<file path="src/hdl/fpw_pkg.sv">
package fpw_pkg;

	// result kinds
	typedef enum logic [1:0] {
		KIND_READ  = 2'd0,
		KIND_DONE  = 2'd1,
		KIND_FAULT = 2'd2
	} kind_t;

	// input operation codes
	typedef enum logic {
		OP_START = 1'b0,
		OP_ENTRY = 1'b1
	} op_t;

	localparam int FIELD_BITS = 48;
	localparam int FRAME_BITS = 36;
	localparam int ENTRY_BITS = 64;
	localparam int LEFT_BITS  = 31;
	localparam int INDEX_BITS = 9;

	// level of the entry awaited
	localparam logic [1:0] LEVEL_PML4 = 2'd3;
	localparam logic [1:0] LEVEL_PDPT = 2'd2;
	localparam logic [1:0] LEVEL_PD   = 2'd1;
	localparam logic [1:0] LEVEL_PT   = 2'd0;

	// entry bits
	localparam int PRESENT_BIT = 0;
	localparam int LARGE_BIT   = 7;

	// page sizes
	localparam logic [LEFT_BITS-1:0] PAGE_1G = 31'h4000_0000;
	localparam logic [LEFT_BITS-1:0] PAGE_2M = 31'h0020_0000;
	localparam logic [LEFT_BITS-1:0] PAGE_4K = 31'h0000_1000;

	// configuration port
	localparam int APB_DATA_BITS = 64;
	localparam int PADDR_BITS    = 4;
	localparam logic REG_TABLE_WINDOW_BASE = 1'b0;

endpackage

</file>
<file path="src/hdl/fpw_in_if.sv">
interface fpw_in_if;
	logic                              valid;
	logic                              ready;
	logic                              op;
	logic [fpw_pkg::FRAME_BITS-1:0]    root_frame;
	logic [fpw_pkg::FIELD_BITS-1:0]    virtual_address;
	logic [fpw_pkg::ENTRY_BITS-1:0]    entry;

	modport source (output valid, output op, output root_frame, output virtual_address,
		output entry, input ready);
	modport sink (input valid, input op, input root_frame, input virtual_address,
		input entry, output ready);
endinterface

</file>
<file path="src/hdl/fpw_out_if.sv">
interface fpw_out_if;
	logic                             valid;
	logic                             ready;
	fpw_pkg::kind_t                   kind;
	logic [fpw_pkg::FIELD_BITS-1:0]   read_address;
	logic [fpw_pkg::FIELD_BITS-1:0]   physical_address;
	logic [fpw_pkg::LEFT_BITS-1:0]    bytes_to_page_end;

	modport source (output valid, output kind, output read_address, output physical_address,
		output bytes_to_page_end, input ready);
	modport sink (input valid, input kind, input read_address, input physical_address,
		input bytes_to_page_end, output ready);
endinterface

</file>
<file path="src/hdl/four_level_page_walker_top.sv">
// a transaction on item passes through the input register, then the result register,
// before its result is offered on result
// throughput: one transaction per cycle while result is not stalled, set by the single decode
// and 48-bit add between the input register and the result register
// an entry transaction with no walk in progress gives no result
// reset (arst_n low) clears the walk state, window base and both valid flags at once
module four_level_page_walker_top #(
	parameter int ADDRESS_BITS = 48
) (
	input  logic                                  clk,
	input  logic                                  arst_n,
	fpw_in_if.sink                                item,
	fpw_out_if.source                             result,
	input  logic                                  psel,
	input  logic                                  penable,
	input  logic                                  pwrite,
	input  logic [fpw_pkg::PADDR_BITS-1:0]        paddr,
	input  logic [fpw_pkg::APB_DATA_BITS-1:0]     pwdata,
	output logic [fpw_pkg::APB_DATA_BITS-1:0]     prdata,
	output logic                                  pready
);

	localparam int FB = fpw_pkg::FIELD_BITS;
	localparam int LB = fpw_pkg::LEFT_BITS;
	localparam int IB = fpw_pkg::INDEX_BITS;

	// wrap mask for entry reads and physical addresses
	localparam logic [FB-1:0] AddrMask = (ADDRESS_BITS >= FB) ? {FB{1'b1}} :
		FB'((64'd1 << ADDRESS_BITS) - 64'd1);

	// 9-bit table index of a virtual address at a given level
	function automatic logic [IB-1:0] level_index(input logic [FB-1:0] va,
		input logic [1:0] lvl);
		logic [IB-1:0] idx;
		case (lvl)
			fpw_pkg::LEVEL_PML4: idx = va[47:39];
			fpw_pkg::LEVEL_PDPT: idx = va[38:30];
			fpw_pkg::LEVEL_PD:   idx = va[29:21];
			default:             idx = va[20:12];
		endcase
		return idx;
	endfunction

	// configuration
	logic [FB-1:0] base_q;

	// walk state
	logic          walking_q;
	logic [1:0]    level_q;
	logic [FB-1:0] held_q;

	// input register
	logic                            valid_s1;
	logic                            op_s1;
	logic [fpw_pkg::FRAME_BITS-1:0]  root_s1;
	logic [FB-1:0]                   va_s1;
	logic [fpw_pkg::ENTRY_BITS-1:0]  entry_s1;

	// result register
	logic                res_valid_q;
	fpw_pkg::kind_t      res_kind_q;
	logic [FB-1:0]       res_rd_q;
	logic [FB-1:0]       res_pa_q;
	logic [LB-1:0]       res_left_q;

	// decode of the staged transaction
	logic                has_result;
	logic                out_free;
	logic                advance;
	logic                load_out;
	logic                cfg_write;
	logic                item_accept;
	fpw_pkg::kind_t      nxt_kind;
	logic [FB-1:0]       nxt_pa;
	logic [LB-1:0]       nxt_left;
	logic [FB-1:0]       tbl_base;
	logic [IB-1:0]       tbl_idx;
	logic [FB-1:0]       rd_sum;
	logic                walking_d;
	logic [1:0]          level_d;
	logic [FB-1:0]       held_d;

	// a start always answers, an entry only during a walk
	assign has_result  = (op_s1 == fpw_pkg::OP_START) || walking_q;
	assign out_free    = !res_valid_q || result.ready;
	assign advance     = valid_s1 && (out_free || !has_result);
	assign load_out    = advance && has_result;
	assign item.ready  = !valid_s1 || advance;
	assign item_accept = item.valid && item.ready;

	// entry read address: window base + table frame + index*8, wrapped
	assign rd_sum = base_q + tbl_base + {{(FB-IB-3){1'b0}}, tbl_idx, 3'b000};

	always_comb begin
		nxt_kind  = fpw_pkg::KIND_READ;
		nxt_pa    = '0;
		nxt_left  = '0;
		tbl_base  = '0;
		tbl_idx   = '0;
		walking_d = walking_q;
		level_d   = level_q;
		held_d    = held_q;
		if (op_s1 == fpw_pkg::OP_START) begin
			// new walk, abandons any walk in progress
			held_d    = va_s1;
			level_d   = fpw_pkg::LEVEL_PML4;
			walking_d = 1'b1;
			tbl_base  = {root_s1, 12'h000};
			tbl_idx   = level_index(va_s1, fpw_pkg::LEVEL_PML4);
		end else if (!entry_s1[fpw_pkg::PRESENT_BIT]) begin
			// not present: fault, all other fields zero
			nxt_kind  = fpw_pkg::KIND_FAULT;
			walking_d = 1'b0;
			level_d   = fpw_pkg::LEVEL_PT;
		end else if (entry_s1[fpw_pkg::LARGE_BIT] && level_q == fpw_pkg::LEVEL_PDPT) begin
			// 1 GB page
			nxt_kind  = fpw_pkg::KIND_DONE;
			nxt_pa    = ({entry_s1[47:30], 30'b0} | {18'b0, held_q[29:0]}) & AddrMask;
			nxt_left  = fpw_pkg::PAGE_1G - {1'b0, held_q[29:0]};
			walking_d = 1'b0;
			level_d   = fpw_pkg::LEVEL_PT;
		end else if (entry_s1[fpw_pkg::LARGE_BIT] && level_q == fpw_pkg::LEVEL_PD) begin
			// 2 MB page
			nxt_kind  = fpw_pkg::KIND_DONE;
			nxt_pa    = ({entry_s1[47:21], 21'b0} | {27'b0, held_q[20:0]}) & AddrMask;
			nxt_left  = fpw_pkg::PAGE_2M - {10'b0, held_q[20:0]};
			walking_d = 1'b0;
			level_d   = fpw_pkg::LEVEL_PT;
		end else if (level_q == fpw_pkg::LEVEL_PT) begin
			// 4 KB page, large bit ignored here
			nxt_kind  = fpw_pkg::KIND_DONE;
			nxt_pa    = ({entry_s1[47:12], 12'b0} | {36'b0, held_q[11:0]}) & AddrMask;
			nxt_left  = fpw_pkg::PAGE_4K - {19'b0, held_q[11:0]};
			walking_d = 1'b0;
		end else begin
			// next level table, large bit at the top level ignored
			level_d  = level_q - 2'd1;
			tbl_base = {entry_s1[47:12], 12'h000};
			tbl_idx  = level_index(held_q, level_q - 2'd1);
		end
	end

	// input register
	always_ff @(posedge clk or negedge arst_n) begin
		if (!arst_n) begin
			valid_s1 <= 1'b0;
		end else if (item.ready) begin
			valid_s1 <= item.valid;
		end
	end

	always_ff @(posedge clk) begin
		if (item_accept) begin
			op_s1    <= item.op;
			root_s1  <= item.root_frame;
			va_s1    <= item.virtual_address;
			entry_s1 <= item.entry;
		end
	end

	// walk state moves only when a staged transaction produces its result
	always_ff @(posedge clk or negedge arst_n) begin
		if (!arst_n) begin
			walking_q <= 1'b0;
			level_q   <= fpw_pkg::LEVEL_PT;
			held_q    <= '0;
		end else if (load_out) begin
			walking_q <= walking_d;
			level_q   <= level_d;
			held_q    <= held_d;
		end
	end

	// result register
	always_ff @(posedge clk or negedge arst_n) begin
		if (!arst_n) begin
			res_valid_q <= 1'b0;
		end else if (load_out) begin
			res_valid_q <= 1'b1;
		end else if (result.ready) begin
			res_valid_q <= 1'b0;
		end
	end

	always_ff @(posedge clk) begin
		if (load_out) begin
			res_kind_q <= nxt_kind;
			res_rd_q   <= (nxt_kind == fpw_pkg::KIND_READ) ? (rd_sum & AddrMask) : '0;
			res_pa_q   <= nxt_pa;
			res_left_q <= nxt_left;
		end
	end

	assign result.valid             = res_valid_q;
	assign result.kind              = res_kind_q;
	assign result.read_address      = res_rd_q;
	assign result.physical_address  = res_pa_q;
	assign result.bytes_to_page_end = res_left_q;

	// configuration port, register i at byte address 8*i
	assign pready    = 1'b1;
	assign cfg_write = psel && penable && pwrite && pready &&
		(paddr[fpw_pkg::PADDR_BITS-1] == fpw_pkg::REG_TABLE_WINDOW_BASE);

	always_ff @(posedge clk or negedge arst_n) begin
		if (!arst_n) begin
			base_q <= '0;
		end else if (cfg_write) begin
			base_q <= pwdata[FB-1:0];
		end
	end

	assign prdata = (paddr[fpw_pkg::PADDR_BITS-1] == fpw_pkg::REG_TABLE_WINDOW_BASE) ?
		{{(fpw_pkg::APB_DATA_BITS-FB){1'b0}}, base_q} : '0;

endmodule

</file>
<file path="src/flat_wrapper.sv">
// flat-port wrapper written by rule: the top's interface ports become plain ports
module four_level_page_walker_top_flat 
#(
	parameter int ADDRESS_BITS = 48
)
  (clk, arst_n, psel, penable, pwrite, paddr, pwdata, prdata, pready, item_valid, item_op, item_root_frame, item_virtual_address, item_entry, item_ready, result_valid, result_kind, result_read_address, result_physical_address, result_bytes_to_page_end, result_ready);
  fpw_in_if item_i ();
  fpw_out_if result_i ();
  input  logic clk;
  input  logic arst_n;
  input  logic psel;
  input  logic penable;
  input  logic pwrite;
  input  logic [fpw_pkg::PADDR_BITS-1:0] paddr;
  input  logic [fpw_pkg::APB_DATA_BITS-1:0] pwdata;
  output logic [fpw_pkg::APB_DATA_BITS-1:0] prdata;
  output logic pready;
  input wire logic [$bits(item_i.valid)-1:0] item_valid;
  input wire logic [$bits(item_i.op)-1:0] item_op;
  input wire logic [$bits(item_i.root_frame)-1:0] item_root_frame;
  input wire logic [$bits(item_i.virtual_address)-1:0] item_virtual_address;
  input wire logic [$bits(item_i.entry)-1:0] item_entry;
  output wire logic [$bits(item_i.ready)-1:0] item_ready;
  output wire logic [$bits(result_i.valid)-1:0] result_valid;
  output wire logic [$bits(result_i.kind)-1:0] result_kind;
  output wire logic [$bits(result_i.read_address)-1:0] result_read_address;
  output wire logic [$bits(result_i.physical_address)-1:0] result_physical_address;
  output wire logic [$bits(result_i.bytes_to_page_end)-1:0] result_bytes_to_page_end;
  input wire logic [$bits(result_i.ready)-1:0] result_ready;
  assign item_i.valid = item_valid;
  assign item_i.op = item_op;
  assign item_i.root_frame = item_root_frame;
  assign item_i.virtual_address = item_virtual_address;
  assign item_i.entry = item_entry;
  assign item_ready = item_i.ready;
  assign result_valid = result_i.valid;
  assign result_kind = result_i.kind;
  assign result_read_address = result_i.read_address;
  assign result_physical_address = result_i.physical_address;
  assign result_bytes_to_page_end = result_i.bytes_to_page_end;
  assign result_i.ready = result_ready;
  four_level_page_walker_top #(.ADDRESS_BITS(ADDRESS_BITS)) u_core (.clk(clk), .arst_n(arst_n), .item(item_i), .result(result_i), .psel(psel), .penable(penable), .pwrite(pwrite), .paddr(paddr), .pwdata(pwdata), .prdata(prdata), .pready(pready));
endmodule
</file>
<file path="config.mk">
export PLATFORM = sky130hd
export DESIGN_NAME = four_level_page_walker_top_flat
export DESIGN_NICKNAME = d
export VERILOG_FILES = /design/src/hdl/fpw_pkg.sv /design/src/hdl/fpw_in_if.sv /design/src/hdl/fpw_out_if.sv /design/src/hdl/four_level_page_walker_top.sv /design/src/flat_wrapper.sv
export SDC_FILE = /design/constraint.sdc
export NUM_CORES = 1
export LEC_CHECK = 0
export CAP_MARGIN = 25
export CORE_MARGIN = 5
export CORE_UTILIZATION = 35
export DETAILED_ROUTE_END_ITERATION = 8
export DONT_BUFFER_PORTS = 1
export PLACE_DENSITY = 0.6
export SLEW_MARGIN = 30
export SYNTH_ARGS = -nofsm -noshare
export SYNTH_HDL_FRONTEND = slang
export SYNTH_SLANG_ARGS = --single-unit
</file>
<file path="constraint.sdc">
create_clock -name clk -period 11.4 [get_ports clk]
set_clock_uncertainty 0.05 [all_clocks]
set_input_delay 1.71 -clock clk [delete_from_list [all_inputs] [get_ports clk]]
set_output_delay 1.71 -clock clk [all_outputs]
set_load 0.02 [all_outputs]
</file>
-- Yosys cells after proc, flatten, opt, wreduce, memory -nomap -nowiden
Index checks and enable logic that the tools add are counted.
- bits in registers: 363
- output and inout port bits: 196
- word-level logic and storage cells: 89
- add/subtract/negate cells: 6
- eq/ne operators: 7
- mux-type cells: 35
- bitwise gates (word level): 5
- reduce and logical (&&, ||, !) cells: 22
- operators with widths (operator ; count):
    $mux W48 ; 9
    $mux W31 ; 3
    $add A48 B12 Y48 ; 1
    $add A48 B48 Y48 ; 1
    $or A48 B12 Y48 ; 1
    $or A48 B21 Y48 ; 1
    $or A48 B30 Y48 ; 1
    $mux W9 ; 5
    $sub A31 B30 Y31 const A ; 1
    $pmux W9 S3 ; 1
    $sub A22 B21 Y23 const A ; 1
    $mux W2 ; 9
    $sub A13 B12 Y14 const A ; 1
    $ne A5 B5 Y1 const B ; 2
    $logic_and A1 B1 Y1 ; 8
    $mux W1 ; 8
    $reduce_and A2 Y1 ; 4
    $eq A2 B2 Y1 const B ; 3
    $eq A2 B1 Y1 const B ; 2
    $logic_not A2 Y1 ; 2
    $logic_or A1 B1 Y1 ; 4
    $logic_not A1 Y1 ; 3
    $not A1 Y1 ; 2
    $reduce_bool A2 Y1 ; 1
    $sub A2 B1 Y2 const B ; 1

-- Longest topological paths before layout
Gate-level depths: netlist of the first run.
- depth in word-level cells: 9
- gate-level depth with buffers: 19
- gate-level depth less buffers: 17

-- Worst setup path after synthesis of the first run
No wires, ideal clock.
- path kind: input to register
- start: input result_ready
- end: register u_core.level_q[1]
- setup time: 0.144 ns
- data arrival time: 9.252 ns
- required time: 11.206 ns
- path slack: 1.954 ns
- stages on the path: 6
- path buffers: 0
- cell sequence: nand2b_1 -> nand2_1 -> a21oi_1 -> nand2_1 -> nor3_1 -> a21oi_1
- cells in the longest elaborated chain, start to end: 5
- ends and longest elaborated chain (element ; line ; text):
    from (decl) ; flat_wrapper.sv:29 ; input wire logic [$bits(result_i.ready)-1:0] result_ready;
    $logic_or A1 B1 Y1 ; four_level_page_walker_top.sv:85 ; assign out_free = !res_valid_q || result.ready;
    $logic_or A1 B1 Y1 ; four_level_page_walker_top.sv:86 ; assign advance = valid_s1 && (out_free || !has_result);
    $logic_and A1 B1 Y1 ; four_level_page_walker_top.sv:86 ;
    $logic_and A1 B1 Y1 ; four_level_page_walker_top.sv:87 ; assign load_out = advance && has_result;
    via u_core.load_out ; four_level_page_walker_top.sv:70 ; logic load_out;
    $reduce_and A2 Y1 (no line) ; n/a ;
    to (signal assigned) ; four_level_page_walker_top.sv:165 ; level_q <= fpw_pkg::LEVEL_PT;
    to (signal assigned) ; four_level_page_walker_top.sv:169 ; level_q <= level_d;
    to (decl) ; four_level_page_walker_top.sv:49 ; logic [1:0] level_q;
The timed path passes the listed nets, and every way through them passes these cells.
A chain may end at the register's enable or synchronous reset.

-- Final worst setup path of the first run
- start: register u_core.level_q[0]
- end: register u_core.res_rd_q[43] (netlist: u_core.result.read_address[43]), data pin
- cells in the longest elaborated chain, start to end: 9
- elaborated cells between the ends (all ways): 28
- those cells by class: add/sub: 3; eq/ne: 5; mux: 16; reduce/logical: 4
- ends and longest elaborated chain (element ; line ; text):
    branches (longest 9 deep; another with $add A48 B48 Y48) ; n/a ;
    to (signal assigned) ; four_level_page_walker_top.sv:188 ; res_rd_q <= (nxt_kind == fpw_pkg::KIND_READ) ? (rd_sum & AddrMask) : '0;
    to (decl) ; four_level_page_walker_top.sv:62 ; logic [FB-1:0] res_rd_q;
Several ways; the timed one is not identified.

==> results of run 1 <==
sequential cells by signal, summed over array words and instances, names as in the netlist:
register / count
u_core.valid_s1: 1
u_core.walking_q: 1
u_core.base_q: 48
u_core.result.physical_address: 48
u_core.va_s1: 48
u_core.result.kind: 2
u_core.entry_s1: 38
u_core.result.read_address: 48
u_core.result.valid: 1
u_core.result.bytes_to_page_end: 30
u_core.root_s1: 36
u_core.op_s1: 1
u_core.level_q: 2
u_core.held_q: 48
cells in the final DEF, fill, tap and decap left out, types with 5 or more instances in the layout:
cell,count
a21o_1,30
a21oi_1,49
a222oi_1,9
a22o_1,61
a31oi_1,6
and2_1,37
and3_1,5
buf_4,12
clkbuf_1,13
clkbuf_16,40
clkbuf_8,5
conb_1,17
dfrtp_1,101
diode_2,8
edfxtp_1,251
ha_1,51
inv_1,19
mux2_2,94
nand2_1,56
nand2b_1,8
nand3_1,13
nand4_1,10
nor2_1,102
nor2b_1,55
nor3_1,18
nor4_1,5
o211ai_1,6
o21a_1,9
o21ai_0,33
o21bai_1,8
or3_1,9
xnor2_1,32
xor2_1,28
worst max-delay path by stage:
stage                       from                             end  cells after the start
2_1_floorplan       result_ready               u_core.level_q[1]                      6
3_3_place_gp   u_core.level_q[0]  u_core.result.read_address[43]                     17
3_5_place_dp   u_core.level_q[0]  u_core.result.read_address[43]                     17
4_1_cts        u_core.level_q[0]  u_core.result.read_address[43]                     17
5_1_grt        u_core.level_q[0]  u_core.result.read_address[43]                     17
6_report       u_core.level_q[0]  u_core.result.read_address[43]                     17
metrics by stage:
stage          total power [mW]  std cells  cell area (sq um)  setup slack, ns  hold WS (ns)
4_1_cts                   4.198       1858              18060            5.868        0.4247
2_1_floorplan             2.618       1246              16230            1.954        0.3760
5_1_grt                   4.376       1865              18110            5.611        0.4296
3_5_place_dp              2.916       1785              16770            5.912        0.4133
3_3_place_gp              2.896       1785              16770            5.975        0.3998
6_report                  4.158       1867              18110            5.838        0.4256
metal layers:
layer  vias to the layer above  track usage, %  wire, um
met2                       373           28.05     21840
met4                        18           5.873      1185
li1                       4533               -         -
met1                      4950           22.97     19300
met5                         -               0       114
met3                        81           5.484      3945
power groups by stage:
stage	clock network (mW)	registers, mW	logic (mW)
floorplan	0	1.87	0.747
global placement	0	1.95	0.944
detailed placement	0	1.96	0.959
CTS	1.30	1.93	0.965
global route	1.36	1.95	1.07
finish	1.27	1.93	0.964
Yosys cell counts, types with 2 or more instances:
cell	instances
a211o_1	2
a211oi_1	4
a21boi_0	3
a21o_1	30
a21oi_1	50
a222oi_1	9
a22o_1	61
a2bb2oi_1	2
a31oi_1	6
and2_1	38
and3_1	5
and4_1	4
buf_1	5
buf_4	18
clkbuf_1	50
conb_1	2
dfrtp_1	101
edfxtp_1	251
ha_1	51
inv_1	20
mux2_2	94
nand2_1	56
nand2b_1	8
nand3_1	13
nand4_1	10
nand4b_1	2
nor2_1	103
nor2b_1	55
nor3_1	19
nor4_1	5
nor4b_1	2
o2111ai_1	3
o211ai_1	6
o21a_1	9
o21ai_0	34
o21bai_1	8
o31a_1	2
o31ai_1	2
or3_1	9
or4_1	2
xnor2_1	32
xor2_1	28
layout make-up:
cell class              count  area (sq um)
fillers                  4226         27470
flip-flops and latches    352         10060
multi-input cells         801          5791
clock buffers              58          1119
well taps                 600         750.7
clock inverters            15         173.9
repair buffers             13         117.6
inverters                  20         75.07
diodes                      8         20.02
cell families after synthesis:
group / Yosys count / share of synthesized area [%]
flops: 352 / 62.21
fa+ha+maj: 52 / 4.068
xor+xnor: 60 / 3.248
other cells: 2 / 0.04642
mux: 94 / 6.543
buf+inv: 93 / 2.575
simple gates: 335 / 10.45
compound gates: 243 / 10.86
critical path, stage by stage (launching register included):
cell and delay (ns):
dfrtp_1 0.43, inv_1 0.12, ha_1 0.39, o21a_1 0.29
nor3_2 0.14, buf_4 0.55, a22o_1 0.37, ha_1 0.31
a21o_1 0.22, a221oi_2 0.43, a211oi_2 0.21, o211ai_2 0.32
o21ai_2 0.14, o31a_1 0.37, a41o_1 0.34, a221oi_4 0.37
xor2_1 0.17, nor2_1 0.05
==> impl_metrics.env, run 1 <==
export IMPL_final_setup_tns_ns=0
export IMPL_dp_hpwl_mm=33.67
export IMPL_clock_sinks=352
export IMPL_synth_top_area_share_pct=46.59
export IMPL_power_clock_fraction_pct=30.5
export IMPL_nNetsFinal=1504
export IMPL_synth_distinct_cells=59
export IMPL_critPathCaptureType="flip-flop"
export IMPL_insertion_delay_ns=0.56
export IMPL_grt_max_degree=102
export IMPL_synthCells=1231
export IMPL_synth_seq_cells=352
export IMPL_setup_viol=0
export IMPL_cts_root_buf="clkbuf_16"
export IMPL_regToRegSetupSlack_ns=5.84
export IMPL_sequentialPowerShare_pct=46.4
export IMPL_drt_first_iter_violations=733
export IMPL_ant_nets=0
export IMPL_grt_overflow_total=0
export IMPL_p_switching_mw=1.396
export IMPL_synth_edff_count=251
export IMPL_synth_area_sq_um=16180
export IMPL_core_area_sq_um=45580
export IMPL_portBuffers=0
export IMPL_cts_max_level=2
export IMPL_num_rows=78
export IMPL_drv_slew=0
export IMPL_cts_buffers=40
export IMPL_grt_pass1_vias=10112
export IMPL_final_core_util_pct=39.74
export IMPL_die_area_sq_um=50620
export IMPL_yosysTopAreaCell="edfxtp_1"
export IMPL_ir_drop_mv=0.1451
export IMPL_p_int_mw=2.762
export IMPL_status="finished, final reports clean"
export IMPL_slew_headroom_pct=46.64
export IMPL_cp_required_ns=11.65
export IMPL_power_density_nw_per_um2=229.6
export IMPL_drc=0
export IMPL_syn_to_final_growth_pct=11.95
export IMPL_io_pins=420
export IMPL_post_cts_resized=0
export IMPL_hold_buffers=0
export IMPL_synth_flop_cell="edfxtp_1"
export IMPL_async_flop_share_pct=28.69
export IMPL_postCtsSetupBuffers=0
export IMPL_cap_violations=0
export IMPL_start_util_pct=35.50
export IMPL_gr_usage_all_layers_pct=17.60
export IMPL_routed_wl_mm=46.39
export IMPL_max_freq_mhz=179.8
export IMPL_hp_start="u_core.va_s1[15]"
export IMPL_rsz0062_at_grt="false"
export IMPL_sw_frac_of_total_pct=33.56
export IMPL_yosys_warnings=0
export IMPL_die_h_um=225.0
export IMPL_grt_pass1_wl_mm=66.91
export IMPL_startpoint_type="flip-flop"
export IMPL_dr_total_vias=9955
export IMPL_worstMarginPinSlew_ns=0.8004
export IMPL_hold_viol_final=0
export IMPL_path_class="reg -> reg"
export IMPL_first_pass_iters=7
export IMPL_gp_congestion=0.8244
export IMPL_vias_per_cell=5.332
export IMPL_drive_gt1_share_pct=14.22
export IMPL_die_width_um=225.0
export IMPL_avgRoutedWirePerCell_um=24.85
export IMPL_clkTransAtPathRegs_ns=0.06
export IMPL_cts_tree="done"
export IMPL_path_max_fanout=45
export IMPL_antenna_found_initial=19
export IMPL_r2r_start="u_core.level_q[0]"
export IMPL_hold_path_class="reg -> reg"
export IMPL_syn_area_per_cell_sq_um=13.14
export IMPL_ff2ff_path_depth=17
export IMPL_min_period_over_period_pct=48.79
export IMPL_comb_power_share_pct=23.2
export IMPL_cts_buffer_depth=3
export IMPL_timing_rr_end="u_core.result.read_address[43]"
export IMPL_ys_seq_area_share_pct=62.21
export IMPL_arrival_ns=5.81
export IMPL_synthTopCellsByArea="edfxtp_1, dfrtp_1, mux2_2, ha_1, a22o_1"
export IMPL_whs_path_depth=1
export IMPL_fin_crit_ns=5.562
export IMPL_holdPathEnd="u_core.held_q[15]"
export IMPL_p_leak_nw=6.903
No activity file was read; power rests on OpenSTA's default activity.
==> inputs of run 2 (changes only) <==
- clock period: 11.4 -> 5.5 ns (I/O delays scaled with it)
==> run 2 against run 1 <==
Compared with the run above:
- register-to-register slack got worse by 5.4 ns
- clock power rose by 110%
- cell count increased by 0.43%
- largest cell class unchanged
- non-clock buffer count up 7
- global-route usage grew 0.27 points
- worst hold slack worse by 0.26 ns
==> impl_metrics.env, run 2 (same netlist as run 1, synthesis figures left out) <==
export IMPL_status="finished, final reports clean"
export IMPL_nNetsFinal=1512
export IMPL_cts_buffer_depth=3
export IMPL_die_width_um=225.0
export IMPL_drive_gt1_share_pct=15.06
export IMPL_sw_frac_of_total_pct=33.54
export IMPL_cp_required_ns=5.74
export IMPL_routed_wl_mm=46.50
export IMPL_cp_cell_sequence="inv_1, ha_1, a222oi_1, o21ai_0, a22o_1, ha_1, fa_1, a21o_1, a221oi_2, a211oi_2, o211ai_2, o21ai_2, o31a_1, a41o_1, a221oi_4, xor2_1, nor2_1"
export IMPL_post_cts_resized=0
export IMPL_dp_hpwl_mm=33.81
export IMPL_drt_first_iter_violations=743
export IMPL_first_pass_iters=5
export IMPL_hold_path_class="in -> async"
export IMPL_slew_headroom_pct=48.66
export IMPL_cts_root_buf="clkbuf_16"
export IMPL_vias_per_cell=5.337
export IMPL_critPathCaptureType="flip-flop"
export IMPL_portBuffers=0
export IMPL_pre_cts_ws_ns=0.4995
export IMPL_clock_sinks=352
export IMPL_dr_total_vias=10007
export IMPL_cts_tree="done"
export IMPL_power_density_nw_per_um2=476.7
export IMPL_syn_to_final_growth_pct=12.68
export IMPL_insertion_delay_ns=0.57
export IMPL_crit_start="u_core.level_q[0]"
export IMPL_startpoint_type="flip-flop"
export IMPL_final_setup_tns_ns=0
export IMPL_grt_max_degree=102
export IMPL_fillers=4218
export IMPL_layout_common_cells="edfxtp_1, nor2_1, dfrtp_1, mux2_2, a22o_1"
export IMPL_gp_congestion=0.8717
export IMPL_io_pins=420
export IMPL_arrival_ns=5.29
export IMPL_grt_overflow_total=0
export IMPL_max_freq_mhz=197.9
export IMPL_cts_buffers=41
export IMPL_comb_power_share_pct=23.2
export IMPL_cp_slowest_cell="dfrtp_1"
export IMPL_hold_buffers=1
export IMPL_avgRoutedWirePerCell_um=24.80
export IMPL_die_h_um=225.0
export IMPL_p_leak_nw=6.970
export IMPL_path_max_fanout=10
export IMPL_r2r_start="u_core.level_q[0]"
export IMPL_cts_max_level=2
export IMPL_num_rows=78
export IMPL_sequentialPowerShare_pct=46.2
export IMPL_hold_viol_final=0
export IMPL_power_clock_fraction_pct=30.6
export IMPL_fin_crit_ns=5.053
export IMPL_p_int_mw=5.775
export IMPL_critPathMaxStageDelay_ns=0.43
export IMPL_core_area_sq_um=45580
export IMPL_drv_slew=0
export IMPL_gr_usage_all_layers_pct=17.87
export IMPL_crit_top_cell="ha_1"
export IMPL_die_area_sq_um=50620
export IMPL_ir_drop_mv=0.3034
export IMPL_p_switching_mw=2.915
export IMPL_ant_nets=0
export IMPL_path_class="reg -> reg"
export IMPL_final_common_cell="edfxtp_1"
export IMPL_cap_violations=0
export IMPL_grt_pass1_wl_mm=67.41
export IMPL_clkTransAtPathRegs_ns=0.06
export IMPL_antenna_found_initial=14
export IMPL_setup_viol=0
export IMPL_fin_ws_ns=0.4468
export IMPL_rsz0062_at_grt="false"
export IMPL_worstMarginPinSlew_ns=0.7702
export IMPL_grt_pass1_vias=9921
export IMPL_min_period_over_period_pct=91.88
export IMPL_drc=0
export IMPL_start_util_pct=35.50
export IMPL_postCtsSetupBuffers=0
==> run 2: per-layer routing <==
metal | up-vias | GRT usage, % | wire [um]
met2 | 382 | 28.08 | 21830
met5 | - | 0 | 97
met3 | 87 | 6.005 | 3910
met1 | 4969 | 23.45 | 19340
li1 | 4553 | - | -
met4 | 16 | 5.853 | 1317
==> run 2: path summary, 6_finish.rpt <==
check                           slack [ns]                              to  depth (start not counted)
worst min-delay path                  0.17               u_core.held_q[43]                          1
max in group asynchronous             4.76               u_core.base_q[17]                          1
worst max register to register        0.45  u_core.result.read_address[43]                         17
worst min register to register        0.41                u_core.held_q[0]                          2
worst max-delay path                  0.45  u_core.result.read_address[43]                         17
min in group clk                      0.30               u_core.root_s1[9]                          0
==> run 2: worst max-delay path: cells and delay by family, from the launching register on <==
family	cells	cell delay (ns)
AOI/OAI and AO/OA	11	2.96
buffers and inverters	1	0.12
adders and majority gates	3	0.98
DFF	1	0.43
xor gates and xnor gates	1	0.17
and+or+nand+nor	1	0.05
==> run 2: through the flow <==
step	cell area [sq um]	hold slack [ns]	utilization, %	total power, mW	std cells
floorplan	16240	0.3760	-	5.412	1246
global placement	16820	0.3981	36.91	6.008	1790
detailed placement	16820	0.3949	36.91	6.056	1790
CTS	18160	0.1720	39.84	8.764	1866
global route	18220	0.1933	39.98	9.160	1871
finish	18230	0.1676	40.00	8.690	1875
==> run 2: final cells by class <==
cell class / instances / area, sq um / share of cell area [%]
clock buffer: 52 / 1087 / 5.964
clock inverter: 23 / 221.5 / 1.215
tap: 600 / 750.7 / 4.118
multi-input combinational: 801 / 5791 / 31.76
sequential: 352 / 10060 / 55.21
timing repair buffer: 20 / 222.7 / 1.222
antenna: 7 / 17.52 / 0.09609
inverter: 20 / 75.07 / 0.4118
==> run 2: power by group through the flow <==
stage / logic, mW / registers, mW / clock network, mW
5_1_grt: 2.25 / 4.06 / 2.85
2_1_floorplan: 1.55 / 3.86 / 0
6_report: 2.02 / 4.01 / 2.66
3_5_place_dp: 1.98 / 4.08 / 0
4_1_cts: 2.01 / 4.03 / 2.73
3_3_place_gp: 1.94 / 4.07 / 0
